File: src/cda_pkg.sv
// Package for the cascaded distance averager: payload structs, ring codes,
// default ring depths and reset constants. No dependencies.
`default_nettype none

package cda_pkg;

    localparam int DATA_W = 16;
    localparam int TS_W   = 32;

    localparam int RECENT_DEPTH_DEF  = 60;
    localparam int MINUTE_DEPTH_DEF  = 15;
    localparam int QUARTER_DEPTH_DEF = 4;
    localparam int HOUR_DEPTH_DEF    = 24;

    localparam logic [TS_W-1:0] INTERVAL_RESET = 32'd60000;

    // Ring select codes; each ring owns one region of the shared RAM.
    typedef enum logic [1:0] {
        RING_RECENT  = 2'd0,
        RING_MINUTE  = 2'd1,
        RING_QUARTER = 2'd2,
        RING_HOUR    = 2'd3
    } t_ring;

    typedef struct packed {
        logic              read_ok;
        logic [DATA_W-1:0] distance_cm;
        logic [TS_W-1:0]   timestamp_ms;
    } t_in;

    typedef struct packed {
        logic [DATA_W-1:0] distance_out;
        logic [DATA_W-1:0] recent_avg;
        logic [DATA_W-1:0] quarter_avg;
        logic [DATA_W-1:0] hour_avg;
        logic [DATA_W-1:0] day_avg;
    } t_out;

endpackage

`default_nettype wire

File: src/cda_ram.sv
// Generic single-port-write, registered-read RAM for the averager rings.
// No dependencies.
`default_nettype none

module cda_ram #(
    parameter int WIDTH = 16,
    parameter int DEPTH = 64,
    parameter int AW    = (DEPTH > 1) ? $clog2(DEPTH) : 1
) (
    input  wire logic             i_clk,
    input  wire logic             i_we,
    input  wire logic [AW-1:0]    i_waddr,
    input  wire logic [WIDTH-1:0] i_wdata,
    input  wire logic [AW-1:0]    i_raddr,
    output logic      [WIDTH-1:0] o_rdata
);

    logic [WIDTH-1:0] r_mem [DEPTH];
    logic [WIDTH-1:0] r_rdata;

    always_ff @(posedge i_clk) begin
        if (i_we) begin
            r_mem[i_waddr] <= i_wdata;
        end
        r_rdata <= r_mem[i_raddr];
    end

    assign o_rdata = r_rdata;

endmodule

`default_nettype wire

File: src/cda_div.sv
// Restoring divider, one quotient bit per cycle, for the ring averages.
// Zero divisor gives zero. Depends on nothing outside this file.
`default_nettype none

module cda_div #(
    parameter int DW = 22,
    parameter int VW = 6,
    parameter int QW = 16
) (
    input  wire logic          i_clk,
    input  wire logic          i_rst_n,
    input  wire logic          i_start,
    input  wire logic [DW-1:0] i_dividend,
    input  wire logic [VW-1:0] i_divisor,
    output logic               o_done,
    output logic      [QW-1:0] o_quot
);

    localparam int SW = $clog2(DW);

    logic          r_busy;
    logic          r_done;
    logic          r_zero;
    logic [SW-1:0] r_step;
    logic [DW-1:0] r_quo;
    logic [VW-1:0] r_rem;
    logic [VW-1:0] r_div;

    logic [VW:0]   w_trial;
    logic          w_ge;
    logic [VW:0]   w_diff;

    assign w_trial = {r_rem, r_quo[DW-1]};
    assign w_ge    = (w_trial >= {1'b0, r_div});
    assign w_diff  = w_trial - {1'b0, r_div};

    always_ff @(posedge i_clk) begin
        if (!i_rst_n) begin
            r_busy <= 1'b0;
            r_done <= 1'b0;
        end else begin
            r_done <= 1'b0;
            if (i_start) begin
                r_busy <= 1'b1;
            end else if (r_busy && (r_step == SW'(DW - 1))) begin
                r_busy <= 1'b0;
                r_done <= 1'b1;
            end
        end
    end

    always_ff @(posedge i_clk) begin
        if (i_start) begin
            r_step <= '0;
            r_quo  <= i_dividend;
            r_rem  <= '0;
            r_div  <= i_divisor;
            r_zero <= (i_divisor == '0);
        end else if (r_busy) begin
            r_step <= r_step + SW'(1);
            r_quo  <= {r_quo[DW-2:0], w_ge};
            r_rem  <= w_ge ? w_diff[VW-1:0] : w_trial[VW-1:0];
        end
    end

    assign o_done = r_done;
    // a mean never exceeds its largest entry, so the low bits hold it
    assign o_quot = r_zero ? '0 : r_quo[QW-1:0];

endmodule

`default_nettype wire

File: src/cascaded_distance_averager.sv
// Cascaded distance averager, top level. Uses cda_pkg, cda_ram, cda_div.
// Transactions are handled one at a time on the shared divider; a failed read
//   skips the ring read and write, and each ring level reached by the cascade
//   adds a ring update and a division.
// Reset: synchronous, active low; fill flags make unwritten slots read as zero.
`default_nettype none

module cascaded_distance_averager
    import cda_pkg::*;
#(
    parameter int RECENT_DEPTH  = RECENT_DEPTH_DEF,
    parameter int MINUTE_DEPTH  = MINUTE_DEPTH_DEF,
    parameter int QUARTER_DEPTH = QUARTER_DEPTH_DEF,
    parameter int HOUR_DEPTH    = HOUR_DEPTH_DEF
) (
    input  wire logic            i_clk,
    input  wire logic            i_rst_n,
    input  wire logic            i_in_valid,
    output logic                 o_in_ready,
    input  wire t_in             i_in,
    output logic                 o_out_valid,
    input  wire logic            i_out_ready,
    output t_out                 o_out,
    input  wire logic            i_cfg_we,
    input  wire logic [TS_W-1:0] i_cfg_wdata
);

    // ---------------------------------------------------------------------
    // Derived sizes. All four rings share one RAM, laid out back to back.
    // Each ring keeps a running sum and a count of its nonzero entries, so an
    // average is a single division instead of a walk over the ring.
    // ---------------------------------------------------------------------
    localparam int MAX_RM = (RECENT_DEPTH > MINUTE_DEPTH) ? RECENT_DEPTH : MINUTE_DEPTH;
    localparam int MAX_QH = (QUARTER_DEPTH > HOUR_DEPTH) ? QUARTER_DEPTH : HOUR_DEPTH;
    localparam int MAX_D  = (MAX_RM > MAX_QH) ? MAX_RM : MAX_QH;
    localparam int TOT_D  = RECENT_DEPTH + MINUTE_DEPTH + QUARTER_DEPTH + HOUR_DEPTH;
    localparam int AW     = $clog2(TOT_D);
    localparam int PW     = (MAX_D > 1) ? $clog2(MAX_D) : 1;
    localparam int CNT_W  = $clog2(MAX_D + 1);
    localparam int SUM_W  = DATA_W + CNT_W;

    typedef enum logic [7:0] {
        ST_IDLE   = 8'b0000_0001,
        ST_RD     = 8'b0000_0010,  // RAM read of the slot about to be overwritten
        ST_WR     = 8'b0000_0100,  // write back, update sum and count
        ST_CSTART = 8'b0000_1000,  // start mean of the ring just written
        ST_CWAIT  = 8'b0001_0000,  // wait for it, then move to the next ring
        ST_AVG    = 8'b0010_0000,  // start mean of a ring for the result
        ST_AWAIT  = 8'b0100_0000,
        ST_DONE   = 8'b1000_0000   // hand result to the output register
    } t_state;

    t_state r_state, n_state;

    // configuration and timing
    logic [TS_W-1:0]   r_interval;
    logic [TS_W-1:0]   r_last;
    logic [TS_W-1:0]   w_elapsed;

    // per-item working registers
    logic              r_cons;   // this item consolidates into the minute ring
    logic [DATA_W-1:0] r_dist;
    logic [DATA_W-1:0] r_wdata;
    t_ring             r_ring;

    // per-ring bookkeeping, indexed by ring code
    logic [PW-1:0]     r_pos  [4];
    logic              r_full [4];
    logic [SUM_W-1:0]  r_sum  [4];
    logic [CNT_W-1:0]  r_cnt  [4];
    logic [DATA_W-1:0] r_avg  [4];

    // output register
    t_out              r_out;
    logic              r_out_valid;

    // RAM and divider
    logic [AW-1:0]     w_base;
    logic [AW-1:0]     w_addr;
    logic [PW-1:0]     w_last_pos;
    logic [DATA_W-1:0] w_rdata;
    logic [DATA_W-1:0] w_old;
    logic              w_we;
    logic              w_wrap;
    logic              w_div_start;
    logic              w_div_done;
    logic [DATA_W-1:0] w_quot;
    logic              w_in_acc;
    logic              w_out_free;

    assign w_in_acc   = i_in_valid && o_in_ready;
    assign w_out_free = !r_out_valid || i_out_ready;
    assign w_elapsed  = i_in.timestamp_ms - r_last;

    always_comb begin
        case (r_ring)
            RING_RECENT: begin
                w_base     = '0;
                w_last_pos = PW'(RECENT_DEPTH - 1);
            end
            RING_MINUTE: begin
                w_base     = AW'(RECENT_DEPTH);
                w_last_pos = PW'(MINUTE_DEPTH - 1);
            end
            RING_QUARTER: begin
                w_base     = AW'(RECENT_DEPTH + MINUTE_DEPTH);
                w_last_pos = PW'(QUARTER_DEPTH - 1);
            end
            RING_HOUR: begin
                w_base     = AW'(RECENT_DEPTH + MINUTE_DEPTH + QUARTER_DEPTH);
                w_last_pos = PW'(HOUR_DEPTH - 1);
            end
            default: begin
                w_base     = '0;
                w_last_pos = '0;
            end
        endcase
    end

    assign w_addr = w_base + AW'(r_pos[r_ring]);
    // slot never written since reset reads as zero: writes fill in order
    assign w_old  = r_full[r_ring] ? w_rdata : '0;
    assign w_we   = (r_state == ST_WR);
    assign w_wrap = (r_pos[r_ring] == w_last_pos);

    assign w_div_start = (r_state == ST_CSTART) || (r_state == ST_AVG);

    cda_ram #(
        .WIDTH (DATA_W),
        .DEPTH (TOT_D),
        .AW    (AW)
    ) u_ram (
        .i_clk   (i_clk),
        .i_we    (w_we),
        .i_waddr (w_addr),
        .i_wdata (r_wdata),
        .i_raddr (w_addr),
        .o_rdata (w_rdata)
    );

    cda_div #(
        .DW (SUM_W),
        .VW (CNT_W),
        .QW (DATA_W)
    ) u_div (
        .i_clk      (i_clk),
        .i_rst_n    (i_rst_n),
        .i_start    (w_div_start),
        .i_dividend (r_sum[r_ring]),
        .i_divisor  (r_cnt[r_ring]),
        .o_done     (w_div_done),
        .o_quot     (w_quot)
    );

    // ---------------------------------------------------------------------
    // Sequencer
    // ---------------------------------------------------------------------
    always_comb begin
        n_state = r_state;
        case (r_state)
            ST_IDLE: begin
                if (i_in_valid) begin
                    n_state = i_in.read_ok ? ST_RD : ST_AVG;
                end
            end
            ST_RD: n_state = ST_WR;
            ST_WR: begin
                // cascade: recent ring on an elapsed interval, the minute and
                // quarter rings each time they wrap; the hour ring ends it
                case (r_ring)
                    RING_RECENT:  n_state = r_cons ? ST_CSTART : ST_AVG;
                    RING_MINUTE:  n_state = w_wrap ? ST_CSTART : ST_AVG;
                    RING_QUARTER: n_state = w_wrap ? ST_CSTART : ST_AVG;
                    default:      n_state = ST_AVG;
                endcase
            end
            ST_CSTART: n_state = ST_CWAIT;
            ST_CWAIT: begin
                if (w_div_done) begin
                    n_state = ST_RD;
                end
            end
            ST_AVG: n_state = ST_AWAIT;
            ST_AWAIT: begin
                if (w_div_done) begin
                    n_state = (r_ring == RING_HOUR) ? ST_DONE : ST_AVG;
                end
            end
            ST_DONE: begin
                if (w_out_free) begin
                    n_state = ST_IDLE;
                end
            end
            default: n_state = ST_IDLE;
        endcase
    end

    assign o_in_ready = (r_state == ST_IDLE);

    always_ff @(posedge i_clk) begin
        if (!i_rst_n) begin
            r_state     <= ST_IDLE;
            r_interval  <= INTERVAL_RESET;
            r_last      <= '0;
            r_out_valid <= 1'b0;
            for (int k = 0; k < 4; k++) begin
                r_pos[k]  <= '0;
                r_full[k] <= 1'b0;
                r_sum[k]  <= '0;
                r_cnt[k]  <= '0;
            end
        end else begin
            r_state <= n_state;
            if (i_cfg_we) begin
                r_interval <= i_cfg_wdata;
            end
            if (w_in_acc && i_in.read_ok && (w_elapsed >= r_interval)) begin
                r_last <= i_in.timestamp_ms;
            end
            if (r_state == ST_WR) begin
                r_sum[r_ring] <= r_sum[r_ring] + SUM_W'(r_wdata) - SUM_W'(w_old);
                r_cnt[r_ring] <= r_cnt[r_ring] + CNT_W'(r_wdata != '0)
                                 - CNT_W'(w_old != '0);
                if (w_wrap) begin
                    r_pos[r_ring]  <= '0;
                    r_full[r_ring] <= 1'b1;
                end else begin
                    r_pos[r_ring] <= r_pos[r_ring] + PW'(1);
                end
            end
            if ((r_state == ST_DONE) && w_out_free) begin
                r_out_valid <= 1'b1;
            end else if (i_out_ready) begin
                r_out_valid <= 1'b0;
            end
        end
    end

    // payload side, no reset needed
    always_ff @(posedge i_clk) begin
        if (w_in_acc) begin
            r_cons  <= i_in.read_ok && (w_elapsed >= r_interval);
            r_dist  <= i_in.read_ok ? i_in.distance_cm : '0;
            r_wdata <= i_in.distance_cm;
            r_ring  <= RING_RECENT;
        end
        if ((r_state == ST_WR) && (n_state == ST_AVG)) begin
            r_ring <= RING_RECENT;
        end
        if ((r_state == ST_CWAIT) && w_div_done) begin
            r_wdata <= w_quot;
            case (r_ring)
                RING_RECENT:  r_ring <= RING_MINUTE;
                RING_MINUTE:  r_ring <= RING_QUARTER;
                default:      r_ring <= RING_HOUR;
            endcase
        end
        if ((r_state == ST_AWAIT) && w_div_done) begin
            r_avg[r_ring] <= w_quot;
            case (r_ring)
                RING_RECENT:  r_ring <= RING_MINUTE;
                RING_MINUTE:  r_ring <= RING_QUARTER;
                default:      r_ring <= RING_HOUR;
            endcase
        end
        if ((r_state == ST_DONE) && w_out_free) begin
            r_out.distance_out <= r_dist;
            r_out.recent_avg   <= r_avg[RING_RECENT];
            r_out.quarter_avg  <= r_avg[RING_MINUTE];
            r_out.hour_avg     <= r_avg[RING_QUARTER];
            r_out.day_avg      <= r_avg[RING_HOUR];
        end
    end

    assign o_out_valid = r_out_valid;
    assign o_out       = r_out;

    // ---------------------------------------------------------------------
    // Assertions
    // ---------------------------------------------------------------------
    // a RAM write always follows the read of the same slot
    a_wr_after_rd: assert property (@(posedge i_clk) disable iff (!i_rst_n)
        w_we |-> ($past(r_state) == ST_RD))
        else $error("ring write without preceding read");

    // nonzero count of the recent and hour rings can never exceed the ring's depth
    a_cnt_bound: assert property (@(posedge i_clk) disable iff (!i_rst_n)
        (r_cnt[RING_RECENT] <= CNT_W'(RECENT_DEPTH)) &&
        (r_cnt[RING_HOUR] <= CNT_W'(HOUR_DEPTH)))
        else $error("nonzero count above ring depth");

    // divider results only arrive while the sequencer waits for them
    a_div_done: assert property (@(posedge i_clk) disable iff (!i_rst_n)
        w_div_done |-> ((r_state == ST_CWAIT) || (r_state == ST_AWAIT)))
        else $error("divider finished outside a wait state");

    // an accepted transaction is worked on, not immediately followed by another
    a_one_at_a_time: assert property (@(posedge i_clk) disable iff (!i_rst_n)
        w_in_acc |=> !o_in_ready)
        else $error("second transaction accepted back to back");

endmodule

`default_nettype wire
File: config.mk
export PLATFORM = sky130hd
export DESIGN_NAME = cascaded_distance_averager
export DESIGN_NICKNAME = d
export VERILOG_FILES = /design/src/cda_pkg.sv /design/src/cda_ram.sv /design/src/cda_div.sv /design/src/cascaded_distance_averager.sv
export SDC_FILE = /design/constraint.sdc
export NUM_CORES = 2
export LEC_CHECK = 0
export BUFFER_PORTS_ARGS = -buffer_cell sky130_fd_sc_hd__buf_4
export CAP_MARGIN = 10
export CORE_UTILIZATION = 40
export DETAILED_ROUTE_END_ITERATION = 6
export MAX_ROUTING_LAYER = met4
export PLACE_DENSITY_LB_ADDON = 0.2
export SYNTH_ARGS = -nofsm -noshare
export SYNTH_HDL_FRONTEND = slang
export SYNTH_SLANG_ARGS = --single-unit
File: constraint.sdc
create_clock -name i_clk -period 10.9 [get_ports i_clk]
set_input_delay 0.545 -clock i_clk [delete_from_list [all_inputs] [get_ports i_clk]]
set_output_delay 0.545 -clock i_clk [all_outputs]
set_load 0.01 [all_outputs]
==> metrics <==
run status finished with violations; failing checks design-rule violations; Most Frequent Cell on Critical Path inv_1; CTS root buffer clkbuf_16; RSZ-0062 raised after global routing false; maximum VDD drop 181.4 uV; Met2 Wirelength 116400 um; Layout Nets between 6k and 7k; M1 WL 105500 um; Top Layer Used met4; startpoint types register; Seq cells post-synth approximately 2.1k; IO buf count roughly 170; Initial DRC Count roughly 6.3k; Final GP Congestion ~0.84; Final min period between 6000 and 7000 ps; first-pass GRT wire length about 360000 um; # rows between 150 and 200; proportion of layout cells with a drive suffix above 1 between 10% and 20%; worst skew pair latency 860 ps; Tightest Pin Transition about 1400 ps; setup ws final approximately 4000 ps; maxcap violations 0; die height 464.5 um; max-slew violations 0; Post-CTS Setup Bufs 0; R2R depth 18; clock skew 52.70 ps; dpl cells roughly 8.6k; period utilisation layout a little over three fifths; Die W approximately 460 um; TNS Setup 0 ps; Setup CP Type register to register; Worst path depth 18; CTS Sinks ~2.1k; CTS hold repair buffers 81; Crit Path Max Fanout 80; crit-path max cell delay between 700 and 800 ps; syn_nets 5979; WP buf/inv 6; initial antenna violation count 9; drt pass-1 iters 7; CTS resizes 0; die footprint between 200000 and 250000 um^2; commonest non-fill, non-tap cells in the layout 1993 x edfxtp_1, 815 x nand2_1, 365 x buf_4; final total power between 20 and 25 mW; CTS HTree Levels 4; final cell count without fillers a little over 9k; TritonCTS clock tree done; Layout area overhead 15.95%; mapped cell area 85560 um^2; met3 wire length 18380 um; Congestion Overflow GR 0; top-level port count 168; Max Freq between 0.1 and 0.15 GHz; Num CTS Buffers between 200 and 250; starting density of the core approximately 40%; Post-synth ARST share 0%; Synth Instances 5760; Core Util, Final around 47%; Worst Path Arrival roughly 7600 ps; commonest non-fill, non-tap cell in the layout edfxtp_1; EDFF count, synth 1993; HPWL after DPL between 100000 and 150000 um; worst hold path depth 3; Vias/cell around 5.7; CP cell instances inv_1 > ha_1 > nor2_1 > inv_1 > ha_4 > inv_1 > fa_4 > buf_12 > nand2b_4 > buf_4 > buf_4 > o22ai_1 > nor4_1 > o21ai_0 > a21oi_1 > a31oi_1 > nor2_1 > a21oi_1; YS warnings 0; CP delay by family, top buffers and inverters; worst hold slack about 130 ps; Most used DFF post-synth edfxtp_1; DRC violations left 62; CTS Buffer Depth 3; CORE AREA around 210000 um^2; max_slew headroom 4.535%; via count roughly 50k; worst path required time 11610 ps; vias in the first global route a little under 50k; syn avg cell area between 10 and 15 um^2; CP endpoint kind register; Seq/Total Area, Yosys between 70% and 80%; register clock-pin slew on the reported worst setup and hold paths 60 ps; total track usage 23.15%; largest net degree at the start of global routing around 150; dpl ws a little over 4000 ps; leakage power between 30 and 40 nW; pwr dens 228.0 nW/um^2; final setup fails 0; WL final between 200000 and 250000 um; CP max stage cell fa_4; Hold Vio Cnt, Final 0; post-route design area approximately 100000 um^2; worst hold path type input port to register; placed inst area roughly 91000 um^2; Unique masters post-synth 76; final antenna-violating net count 0; wire per inst between 20 and 30 um
==> flip-flops by register name (all words and copies together), names as in the netlist, 2 cells and up, named ones only <==
name	count
u_ram.r_mem	1648
o_out	80
r_cnt	24
u_div.r_quo	22
r_interval	32
r_dist	16
r_state	8
u_div.r_rem	6
u_div.r_step	5
r_ring	2
r_wdata	16
r_pos	24
r_full	4
r_sum	88
u_div.r_div	6
r_avg	64
u_ram.o_rdata	16
r_last	32
==> layout make-up <==
type / count / area (um^2)
fill: 18450 / 113100
sequential: 2100 / 61990
multi-input combinational: 3134 / 22190
clock buffer: 266 / 5629
timing repair buffer: 460 / 3777
tap: 2821 / 3530
clock inverter: 131 / 1371
inverter: 188 / 705.7
antenna: 5 / 12.51
==> worst paths after layout <==
| kind | startpoint | endpoint | slack [ps] |
|---|---|---|---|
| min reg2reg | r_avg[0][15]$_DFFE_PP_ | o_out[63]$_DFFE_PP_ | 410 |
| max | r_ring[0]$_DFFE_PN_ | u_ram.o_rdata[10]$_DFF_P_ | 4020 |
| min | i_rst_n | r_full[2]$_DFF_P_ | 130 |
| max reg2reg | r_ring[0]$_DFFE_PN_ | u_ram.o_rdata[10]$_DFF_P_ | 4020 |
==> logic make-up after synthesis <==
family / after synthesis / synth area share (%)
and+or+nand+nor: 1646 / 8.560
buffers and inverters: 526 / 2.493
muxes: 475 / 7.594
xor gates and xnor gates: 75 / 0.7853
adders and majority gates: 133 / 2.121
DFF: 2100 / 72.45
AOI/OAI and AO/OA: 805 / 5.993
==> cell usage after synthesis, drive strengths merged (8+ instances only) <==
library cell | count | area (um^2)
a211oi | 13 | 102.6
a21o | 38 | 285.3
a21oi | 274 | 1379
a221oi | 18 | 163.9
a22oi | 19 | 142.6
a311oi | 13 | 113.9
a31oi | 44 | 275.3
a32oi | 55 | 481.7
and2 | 53 | 331.6
and3 | 16 | 100.1
buf | 165 | 778.2
clkbuf | 173 | 649.4
dfxtp | 107 | 2142
edfxtp | 1993 | 59850
fa | 20 | 400.4
ha | 113 | 1414
inv | 188 | 705.7
mux2 | 53 | 596.8
mux2i | 288 | 2883
mux4 | 134 | 3018
nand2 | 832 | 3126
nand2b | 13 | 81.33
nand3 | 175 | 875.8
nand4 | 48 | 300.3
nor2 | 204 | 765.7
nor2b | 49 | 306.5
nor3 | 156 | 780.8
nor4 | 70 | 437.9
o2111ai | 9 | 78.83
o211ai | 17 | 127.6
o21a | 8 | 60.06
o21ai | 117 | 589.3
o21bai | 10 | 75.07
o221ai | 8 | 76.32
o22ai | 98 | 613.1
o311ai | 16 | 140.1
o31ai | 11 | 82.58
or4 | 8 | 60.06
xnor2 | 48 | 435.4
xor2 | 27 | 236.5
==> power breakdown <==
part	switching (mW)	internal (mW)
clock network	3.14	4.21
logic	4.30	1.82
registers	0.105	9.04
total	7.55	15.1
==> metal layers <==
| metal | vias up | GRT usage (%) |
|---|---|---|
| met2 | 2189 | 36.05 |
| met4 | 0 | 6.146 |
| met5 | - | - |
| met1 | 26374 | 31.74 |
| met3 | 390 | 3.479 |
| li1 | 22569 | - |
==> worst register-to-register path: stages, from the launching register on <==
cell and delay [ps]:
edfxtp_1 520, inv_1 150, ha_1 230, nor2_1 460
inv_1 270, ha_4 240, inv_1 80, fa_4 740
buf_12 350, nand2b_4 380, buf_4 520, buf_4 500
o22ai_1 190, nor4_1 410, o21ai_0 360, a21oi_1 620
a31oi_1 180, nor2_1 510, a21oi_1 70
Note: power is estimated with default switching activity, not from simulation.
